==> config.mk <==
export PLATFORM = sky130hd
export DESIGN_NAME = sv39_page_table_walker_core
export DESIGN_NICKNAME = d
export VERILOG_FILES = /design/src/rtl/core/sv39ptw_pkg.sv /design/src/rtl/core/sv39ptw_addr.sv /design/src/rtl/core/sv39_page_table_walker_core.sv
export SDC_FILE = /design/constraint.sdc
export NUM_CORES = 1
export LEC_CHECK = 0
export BUFFER_PORTS_ARGS = -buffer_cell sky130_fd_sc_hd__buf_2
export CORE_ASPECT_RATIO = 1.4
export CORE_MARGIN = 8
export CORE_UTILIZATION = 57
export DETAILED_ROUTE_END_ITERATION = 16
export GPL_ROUTABILITY_DRIVEN = 1
export HOLD_SLACK_MARGIN = 0.02
export PLACE_DENSITY = 0.87
export SETUP_SLACK_MARGIN = 0.2
export SLEW_MARGIN = 20
export SYNTH_ARGS = -nofsm -noshare
export SYNTH_HDL_FRONTEND = slang
export SYNTH_SLANG_ARGS = --single-unit
==> constraint.sdc <==
create_clock -name i_clk -period 5.5 [get_ports i_clk]
set_input_delay 1.1 -clock i_clk [delete_from_list [all_inputs] [get_ports i_clk]]
set_output_delay 1.1 -clock i_clk [all_outputs]
set_load 0.05 [all_outputs]
==> src/rtl/core/sv39ptw_pkg.sv <==
package sv39ptw_pkg;

    // Field widths
    localparam int unsigned PPN_W      = 44;
    localparam int unsigned VA_W       = 41;
    localparam int unsigned PA_W       = 56;
    localparam int unsigned PTE_W      = 64;
    localparam int unsigned OFFSET_W   = 12;
    localparam int unsigned IDX_W      = 9;
    localparam int unsigned ROOT_IDX_W = 11;
    localparam int unsigned LEVEL_W    = 2;
    localparam int unsigned PTE_SIZE_W = 3;

    // PTE layout
    localparam int unsigned PTE_V_BIT   = 0;
    localparam int unsigned PTE_PPN_LSB = 10;

    // Request commands
    localparam logic CMD_TRANSLATE = 1'b0;
    localparam logic CMD_RESPONSE  = 1'b1;

    // Configuration register indexes
    localparam logic CFG_ROOT_PPN   = 1'b0;
    localparam logic CFG_GUEST_MODE = 1'b1;

    // Result kinds
    typedef enum logic [1:0] {
        KIND_READ  = 2'd0,
        KIND_DONE  = 2'd1,
        KIND_FAULT = 2'd2
    } t_kind;

endpackage

==> src/rtl/core/sv39ptw_addr.sv <==
module sv39ptw_addr #(
    parameter int unsigned LEVELS = 3
) (
    input  logic [sv39ptw_pkg::PPN_W-1:0]   i_table_ppn,
    input  logic [sv39ptw_pkg::VA_W-1:0]    i_vaddr,
    input  logic [sv39ptw_pkg::LEVEL_W-1:0] i_level,
    input  logic                            i_wide_root,
    output logic [sv39ptw_pkg::PA_W-1:0]    o_address
);
    import sv39ptw_pkg::*;

    logic [5:0]            shift_amt;
    logic [VA_W-1:0]       shifted;
    logic                  use_wide;
    logic [ROOT_IDX_W-1:0] index;

    // Select the VPN field of the current level
    assign shift_amt = 6'(i_level) * 6'(IDX_W) + 6'(OFFSET_W);
    assign shifted   = i_vaddr >> shift_amt;
    assign use_wide  = i_wide_root && (i_level == LEVEL_W'(LEVELS - 1));
    assign index     = use_wide ? shifted[ROOT_IDX_W-1:0]
                                : {{(ROOT_IDX_W-IDX_W){1'b0}}, shifted[IDX_W-1:0]};

    // Add the scaled index to the table base
    assign o_address = {i_table_ppn, {OFFSET_W{1'b0}}}
                     + {{(PA_W-ROOT_IDX_W-PTE_SIZE_W){1'b0}}, index, {PTE_SIZE_W{1'b0}}};

endmodule

==> src/rtl/core/sv39_page_table_walker_core.sv <==
// Channel   | Ports                                          | Direction
// ----------+------------------------------------------------+----------
// input     | i_in_valid/o_in_ready, i_cmd, i_vaddr,          | in
//           | i_read_data                                    |
// output    | o_out_valid/i_out_ready, o_kind, o_address     | out
// config    | i_cfg_valid/o_cfg_ready, i_cfg_index, i_cfg_data | in
//
// A request passes capture, evaluate, and an address step on the shared entry
// address adder before its result; a done or fault result skips the address step.
// A request with no result frees the input after the evaluate step.
// The block takes no new request until its result has been taken.
// Reset (synchronous, active low) clears both registers, idles the walk
// and drops output valid. Config writes are taken every cycle.
module sv39_page_table_walker_core #(
    parameter int unsigned LEVELS = 3
) (
    input  logic                             i_clk,
    input  logic                             i_rst_n,
    input  logic                             i_in_valid,
    output logic                             o_in_ready,
    input  logic                             i_cmd,
    input  logic [sv39ptw_pkg::VA_W-1:0]     i_vaddr,
    input  logic [sv39ptw_pkg::PTE_W-1:0]    i_read_data,
    output logic                             o_out_valid,
    input  logic                             i_out_ready,
    output logic [1:0]                       o_kind,
    output logic [sv39ptw_pkg::PA_W-1:0]     o_address,
    input  logic                             i_cfg_valid,
    output logic                             o_cfg_ready,
    input  logic                             i_cfg_index,
    input  logic [sv39ptw_pkg::PPN_W-1:0]    i_cfg_data
);
    import sv39ptw_pkg::*;

    typedef enum logic [1:0] {
        S_IDLE,
        S_EXEC,
        S_ADDR,
        S_OUT
    } t_state;

    t_state              r_state;
    logic [PPN_W-1:0]    r_root_ppn;
    logic                r_guest_mode;
    logic                r_walking;
    logic [LEVEL_W-1:0]  r_level;
    logic [VA_W-1:0]     r_saved_vaddr;
    logic [PPN_W-1:0]    r_table_ppn;
    logic                r_wide_root;
    logic                r_in_cmd;
    logic [VA_W-1:0]     r_in_vaddr;
    logic [PTE_W-1:0]    r_in_pte;
    t_kind               r_kind;
    logic [PA_W-1:0]     r_address;

    logic [PA_W-1:0]     entry_addr;
    logic [PPN_W-1:0]    pte_ppn;

    assign o_in_ready  = (r_state == S_IDLE);
    assign o_out_valid = (r_state == S_OUT);
    assign o_kind      = r_kind;
    assign o_address   = r_address;
    assign o_cfg_ready = 1'b1;
    assign pte_ppn     = r_in_pte[PTE_PPN_LSB +: PPN_W];

    // Shared entry address unit
    sv39ptw_addr #(
        .LEVELS(LEVELS)
    ) u_addr (
        .i_table_ppn(r_table_ppn),
        .i_vaddr    (r_saved_vaddr),
        .i_level    (r_level),
        .i_wide_root(r_wide_root),
        .o_address  (entry_addr)
    );

    // Write configuration registers
    always_ff @(posedge i_clk) begin
        if (!i_rst_n) begin
            r_root_ppn   <= '0;
            r_guest_mode <= 1'b0;
        end else if (i_cfg_valid) begin
            unique case (i_cfg_index)
                CFG_ROOT_PPN:   r_root_ppn   <= i_cfg_data;
                CFG_GUEST_MODE: r_guest_mode <= i_cfg_data[0];
                default:        r_guest_mode <= r_guest_mode;
            endcase
        end
    end

    // Sequence the walk and hold the result
    always_ff @(posedge i_clk) begin
        if (!i_rst_n) begin
            r_state       <= S_IDLE;
            r_walking     <= 1'b0;
            r_level       <= '0;
            r_saved_vaddr <= '0;
            r_table_ppn   <= '0;
            r_wide_root   <= 1'b0;
            r_kind        <= KIND_READ;
            r_address     <= '0;
        end else begin
            unique case (r_state)
                S_IDLE: begin
                    if (i_in_valid) begin
                        r_in_cmd   <= i_cmd;
                        r_in_vaddr <= i_vaddr;
                        r_in_pte   <= i_read_data;
                        r_state    <= S_EXEC;
                    end
                end
                S_EXEC: begin
                    if (r_in_cmd == CMD_TRANSLATE) begin
                        // Start a walk, fault on a zero root, or drop a request while one runs
                        if (r_walking) begin
                            r_state <= S_IDLE;
                        end else if (r_root_ppn == '0) begin
                            r_kind    <= KIND_FAULT;
                            r_address <= PA_W'(r_in_vaddr);
                            r_state   <= S_OUT;
                        end else begin
                            r_saved_vaddr <= r_in_vaddr;
                            r_table_ppn   <= r_root_ppn;
                            r_wide_root   <= r_guest_mode;
                            r_level       <= LEVEL_W'(LEVELS - 1);
                            r_walking     <= 1'b1;
                            r_state       <= S_ADDR;
                        end
                    end else begin
                        // Consume a response: leaf, fault or next table; drop it when no walk runs
                        if (!r_walking) begin
                            r_state <= S_IDLE;
                        end else if (r_level == '0) begin
                            r_walking <= 1'b0;
                            r_kind    <= KIND_DONE;
                            r_address <= {pte_ppn, r_saved_vaddr[OFFSET_W-1:0]};
                            r_state   <= S_OUT;
                        end else if (!r_in_pte[PTE_V_BIT]) begin
                            r_walking <= 1'b0;
                            r_kind    <= KIND_FAULT;
                            r_address <= PA_W'(r_saved_vaddr);
                            r_state   <= S_OUT;
                        end else begin
                            r_table_ppn <= pte_ppn;
                            r_level     <= r_level - LEVEL_W'(1);
                            r_state     <= S_ADDR;
                        end
                    end
                end
                S_ADDR: begin
                    r_kind    <= KIND_READ;
                    r_address <= entry_addr;
                    r_state   <= S_OUT;
                end
                S_OUT: begin
                    if (i_out_ready) begin
                        r_state <= S_IDLE;
                    end
                end
                default: r_state <= S_IDLE;
            endcase
        end
    end

endmodule

Word-level counts from Yosys, hierarchy flattened
Index checks and enable logic that the tools add are counted.

word-level totals
  register bits after elaboration = 290
  output and inout port bits = 61
  input port bits = 156

operators by class
  equal/unequal tests = 15
  muxes and demuxes = 42
  multipliers = 1
  reductions and logical operators = 12
  bitwise operators = 4
  add/subtract/negate cells = 3
  shifts and indexed selects = 1

operator list
  cell                                                                number
  56-bit two-way mux                                                  6
  44-bit two-way mux                                                  6
  56-bit case mux with 2 select lines                                 1
  56-bit by 14-bit adder with 56-bit output                           1
  44-bit logical NOT                                                  1
  41-bit by 6-bit right shift with 11-bit output                      1
  2-bit two-way mux                                                   17
  11-bit two-way mux                                                  1
  1-bit two-way mux                                                   9
  3-bit != test, second input constant                                3
  2-bit != test, second input constant                                4
  2-bit case mux with 4 select lines                                  1
  6-bit by 4-bit adder with 6-bit output, second input constant       1
  2-bit equality test, second input constant                          3
  2-bit by 4-bit multiplier with 6-bit output, second input constant  1
  2-bit by 1-bit != test with 1-bit output, second input constant     3
  2-bit AND reduction                                                 3
  6-bit AND reduction                                                 1
  5-bit AND reduction                                                 1
  2-bit logical NOT                                                   2
  4-bit != test, second input constant                                1
  1-bit inverter                                                      4
  2-bit case mux with 2 select lines                                  1
  4-bit AND reduction                                                 1
  other kinds (5)                                                     5

Logic depth before layout (Yosys ltp)
  depth after elaboration = 6
  mapped depth = 19
  depth with buffers taken out = 14

By module
From an unflattened synthesis, not the netlist that was laid out.

unflattened totals
  cells, all modules = 1333
  area, all modules = 12977.4 µm²

by module, submodules not included
  module                       seq. area each (µm²)  cells each  area each (µm²)  times used
  sv39_page_table_walker_core  6496.2                1101        11208.2          1
  sv39ptw_addr                 0.0                   232         1769.2           1

Least setup slack after synthesis
No wires, ideal clock.

  path kind = register to register
  start = register r_level[0]
  end = register r_address[50], in the netlist o_address[50]
  arrival = 4461 ps
  clock period less this slack = 4584 ps
  stages on the path, launching flop included = 18
  setup slack = 916 ps
  path buffers = 5
  required time = 5377 ps
  path through = dfxtp_1 buf_2 inv_1 clkbuf_1 ha_1 clkbuf_1 clkbuf_1 mux4_2 nor2_1 or3_1 fa_1 nand4b_1 nor3_1 clkbuf_1 nand4_1 xnor2_1 a221oi_1 nor2_1

between the ends
  word-level cells in the longest chain between the ends = 6
  elaborated cells on any way between the ends = 14
  classes of those cells = 2 x add/sub; 1 x mul; 2 x eq/ne; 1 x shift; 5 x mux; 3 x reduce/logical

ends and longest elaborated chain
  what                                            RTL line                            RTL
  start, declared                                 sv39_page_table_walker_core.sv:46   logic [LEVEL_W-1:0] r_level;
  start signal, assigned                          sv39_page_table_walker_core.sv:125  r_level <= LEVEL_W'(LEVELS - 1);
  start signal, assigned                          sv39_page_table_walker_core.sv:145  r_level <= r_level - LEVEL_W'(1);
  2-bit by 4-bit multiplier with 6-bit output     sv39ptw_addr.sv:18                  assign shift_amt = 6'(i_level) * 6'(IDX_W) + 6'(OFFSET_W);
  6-bit by 4-bit adder with 6-bit output          sv39ptw_addr.sv:18
  41-bit by 6-bit right shift with 11-bit output  sv39ptw_addr.sv:19                  assign shifted = i_vaddr >> shift_amt;
  11-bit two-way mux                              sv39ptw_addr.sv:21                  assign index = use_wide ? shifted[ROOT_IDX_W-1:0]
  56-bit by 14-bit adder with 56-bit output       sv39ptw_addr.sv:26                  + {{(PA_W-ROOT_IDX_W-PTE_SIZE_W){1'b0}}, index, {PTE_SIZE_W{1'b0}}};
  56-bit case mux with 2 select lines             sv39_page_table_walker_core.sv:103  unique case (r_state)
  end signal, assigned                            sv39_page_table_walker_core.sv:119  r_address <= PA_W'(r_in_vaddr);
  end signal, assigned                            sv39_page_table_walker_core.sv:136  r_address <= {pte_ppn, r_saved_vaddr[OFFSET_W-1:0]};
  end signal, assigned                            sv39_page_table_walker_core.sv:141  r_address <= PA_W'(r_saved_vaddr);
  end, declared                                   sv39_page_table_walker_core.sv:54   logic [PA_W-1:0] r_address;

Several ways; a longest one is shown, not always the timed one. The select of a mux whose other input is x is not followed.
A chain may end at the register's enable or synchronous reset.

Final worst setup path
  start = register r_level[1]
  end = register r_address[30], in the netlist o_address[30]

Same word-level chain as after synthesis.

==> reports/qor.tcl <==
set qor(synth-xor-area-share_pct) 2.56
set qor(remaining_drc_errors) 0
set qor(final-max-slew-violation-count) 0
set qor(ioPinCount) 217
set qor(largest_net_degree_at_the_start_of_global_routing) 105
set qor(holdCritPathClass) {reg -> reg}
set qor(synth-compound-area-share_pct) 16.8
set qor(yosysSeqAreaShare_pct) 48.7
set qor(clock.fmax_ghz) 0.237
set qor(htree_levels) 1
set qor(cp-end-kind) {flop}
set qor(grt_setup_unrepaired) {no}
set qor(starting_density_pct) 57.6
set qor(gr-max-usage-layer) {met2}
set qor(post_detail_place_hpwl_mm) 27.6
set qor(syn_to_final_growth_pct) 14.2
set qor(detail_route.iter0.violations) 1012
set qor(timing.final.crit_share_pct) 76.8
set qor(grt_pass1_vias) 10700
set qor(synth-warning-count) 0
set qor(place_ws_ns) 1.35
set qor(cts_made_buffers) 27
set qor(dieArea_sq_um) 28600
set qor(track_usage_pct) 25.8
set qor(power.static_leakage_nw) 6.40
set qor(avgViaCountPerCell) 6.08
set qor(clk-insertion-delay-late_ns) 0.56
set qor(cts.sink_count) 281
set qor(worst_slew_margin_rel_pct) 28.2
set qor(final_nets) 1673
set qor(r2r_setup_slack_ns) 1.27
set qor(critical_path.startpoint_type) {flop}
set qor(met2_usage_grt_pct) 44.1
set qor(routed-via-count) 11100
set qor(critical-path-top-delay-family) {adder cells}
set qor(gr-usage-met1_pct) 30.6
set qor(routedWlPerCell_microns) 21.1
set qor(antenna_violating_nets_post_route) 0
set qor(grt_first_pass_wirelength_mm) 59.5
set qor(grt_antenna_before_repair) 0
set qor(horizontal_extent_of_the_die_microns) 145
set qor(mux_share_of_post_synthesis_cell_area_pct) 9.93
set qor(max_slew.worst_pin.slew_ns) 1.08
set qor(use_met3_pct) 4.09
set qor(cts_setup_buffers) 0
set qor(path_cells) {buf_4 -> inv_2 -> ha_2 -> mux4_2 -> nor2_1 -> a211oi_1 -> ha_1 -> inv_1 -> fa_1 -> nand4b_1 -> nor3_1 -> buf_4 -> nand3_1 -> xor2_1 -> a211o_1 -> a21boi_1}
set qor(grt_overflow_total) 0
set qor(ctsRootBufferMaster) {sky130_fd_sc_hd__clkbuf_16}
set qor(synthSimpleGateAreaFrac_pct) 16.7
set qor(timing.critical_path.arrival_ns) 4.71
set qor(dominantRegCellSynth) {sky130_fd_sc_hd__dfxtp_1}
set qor(finalClockSkew_ns) 0.0114
set qor(most_numerous_cell_in_the_yosys_netlist) {sky130_fd_sc_hd__nand2_1}
set qor(syn_area_per_cell_sq_um) 9.70
set qor(status) {finished, final reports clean}
set qor(design_power_total_w) 0.00592
set qor(required_ns) 5.98
set qor(cp_slowest_stage_delay_ns) 0.62
set qor(post_synth_fa_ha_maj_area_fraction_pct) 1.18
set qor(synth.lib_cells_used.distinct) 59
set qor(ctsLongestPathBuffers) 3
set qor(synth_area_leader_cell) {sky130_fd_sc_hd__dfxtp_1}
set qor(finalWirelength_mm) 38.7
set qor(totalNegativeSetupSlack_ns) 0
set qor(n_antenna_cell) 0
set qor(drv_cap) 0
set qor(yosysTopAreaCellShare_pct) 29.1
set qor(syn_area_sq_um) 13300
set qor(synth.area.top_cells) {sky130_fd_sc_hd__dfxtp_1, sky130_fd_sc_hd__edfxtp_1, sky130_fd_sc_hd__mux2i_1}
set qor(timing.final.ws_setup_ns) 1.27
set qor(crit_buf_inv) 4
set qor(cts_resized) 0
set qor(synth_top_family_by_area) {compound AO/OA/AOI/OAI gates}
set qor(synth.ff_latch_count) 281
set qor(tritoncts) {yes}
set qor(syn_inst) 1374
set qor(place_congestion) 0.916
set qor(num_rows) 66
set qor(cts_hold_buf) 0
set qor(io_buffers) 196
set qor(critical_path.slowest_cell) {sky130_fd_sc_hd__ha_2}
set qor(core-area_sq_um) 23100
set qor(layoutNonFillerInstCount) 1832
set qor(timing.final.hold_violations) 0
set qor(fraction_of_final_layout_cells_with_drive_strength_greater_than_1_pct) 19.1
set qor(setup_violations) 0
set qor(syn-num-nets) 1542
set qor(clk_transition_reported_paths_ns) 0.07
set qor(number_of_flops_mapped_to_enable_cells_by_yosys) 87
set qor(timing.final.crit_period_ns) 4.23
set qor(worst_path_most_repeated_cell) {sky130_fd_sc_hd__buf_4}
set qor(die-height_microns) 197
set qor(synth.top_cells.by_count) {sky130_fd_sc_hd__nand2_1, sky130_fd_sc_hd__dfxtp_1, sky130_fd_sc_hd__mux2i_1}
set qor(fillerInstances) 1805
set qor(async_reset_ff_share_pct) 0
set qor(setup.worst_path.class) {reg -> reg}
set qor(first_pass_iters) 5
set qor(critical_path.max_fanout) 22
set qor(dp_cells) 1782
set qor(p_per_area_nw_per_um2) 389
set qor(power.ir.vdd_worst_uv) 364
[sequential cells by signal (all words and copies together), names as in the netlist, named ones only]
register / cells
r_guest_mode: 1
o_address: 56
o_kind: 2
r_in_vaddr: 41
r_in_pte: 45
r_root_ppn: 44
r_in_cmd: 1
r_state: 1
r_level: 2
r_saved_vaddr: 41
r_walking: 1
r_wide_root: 1
r_table_ppn: 44
[cell type report]
class / instances / area (sq um) / area share (%)
Sequential cell: 281 / 6500 / 42.7
Multi-Input combinational cell: 965 / 6310 / 41.4
Timing Repair Buffer: 217 / 1160 / 7.60
Clock buffer: 45 / 793 / 5.21
Tap cell: 306 / 383 / 2.51
Inverter: 13 / 48.8 / 0.321
Clock inverter: 5 / 38.8 / 0.255
[worst paths after layout]
| kind | startpoint | endpoint | depth (start not counted) |
|---|---|---|---|
| max | r_level[1] | o_address[30] | 16 |
| min | o_address[21] | o_address[21] | 2 |
| max reg2reg | r_level[1] | o_address[30] | 16 |
| min reg2reg | o_address[21] | o_address[21] | 2 |
[worst min-delay path, stage by stage, from the launching register on]
cell	delay, ns
sky130_fd_sc_hd__dfxtp_1	0.31
sky130_fd_sc_hd__nand3_1	0.06
sky130_fd_sc_hd__nand2_1	0.04
[cells in the final DEF, fill, tap and decap left out, drive strengths merged, types with 5 or more instances in the layout]
cell type	instances
o2111ai	5
buf	217
a31o	7
a211o	11
xnor2	19
nand2b	5
dfxtp	194
nor4	26
mux2i	103
and3	6
clkbuf	45
o211a	48
xor2	20
a211oi	23
or3	7
nor2	83
nand4	21
nand3	72
o22ai	8
a21boi	66
mux4	12
edfxtp	87
nand2	238
o211ai	8
a21oi	29
nor2b	5
a221oi	14
inv	14
nor3	9
o21ai	74
ha	11
[per-stage QoR]
stage	util [%]	hold WS, ns	cell area, sq um
6_report	65.8	0.451	15200
3_5_place_dp	62.2	0.443	14400
4_1_cts	65.8	0.452	15200
5_1_grt	65.8	0.470	15200
3_3_place_gp	62.2	0.436	14400
2_1_floorplan	-	0.436	13300
[kinds of logic (layout without fill, tap and decap cells)]
group,Yosys count,after routing
AO/OA/AOI/OAI,306,306
multiplexers,117,117
flip-flops,281,281
buffers and inverters,128,280
other,1,1
adder cells (fa/ha/maj),12,12
XOR/XNOR,39,39
AND/OR/NAND/NOR,490,490
[report_power, final]
group	internal, W	switching [W]	total, W
Combinational	0.000455	0.00104	0.00150
Clock	0.000983	0.000788	0.00177
Sequential	0.00242	0.000237	0.00266
Total	0.00386	0.00207	0.00592
[per-layer routing]
metal	up-vias	wire, microns
li1	5226	-
met1	5294	14800
met2	507	19000
met3	120	2580
met4	0	2290
met5	-	0
(Power assumes the default switching activity.)
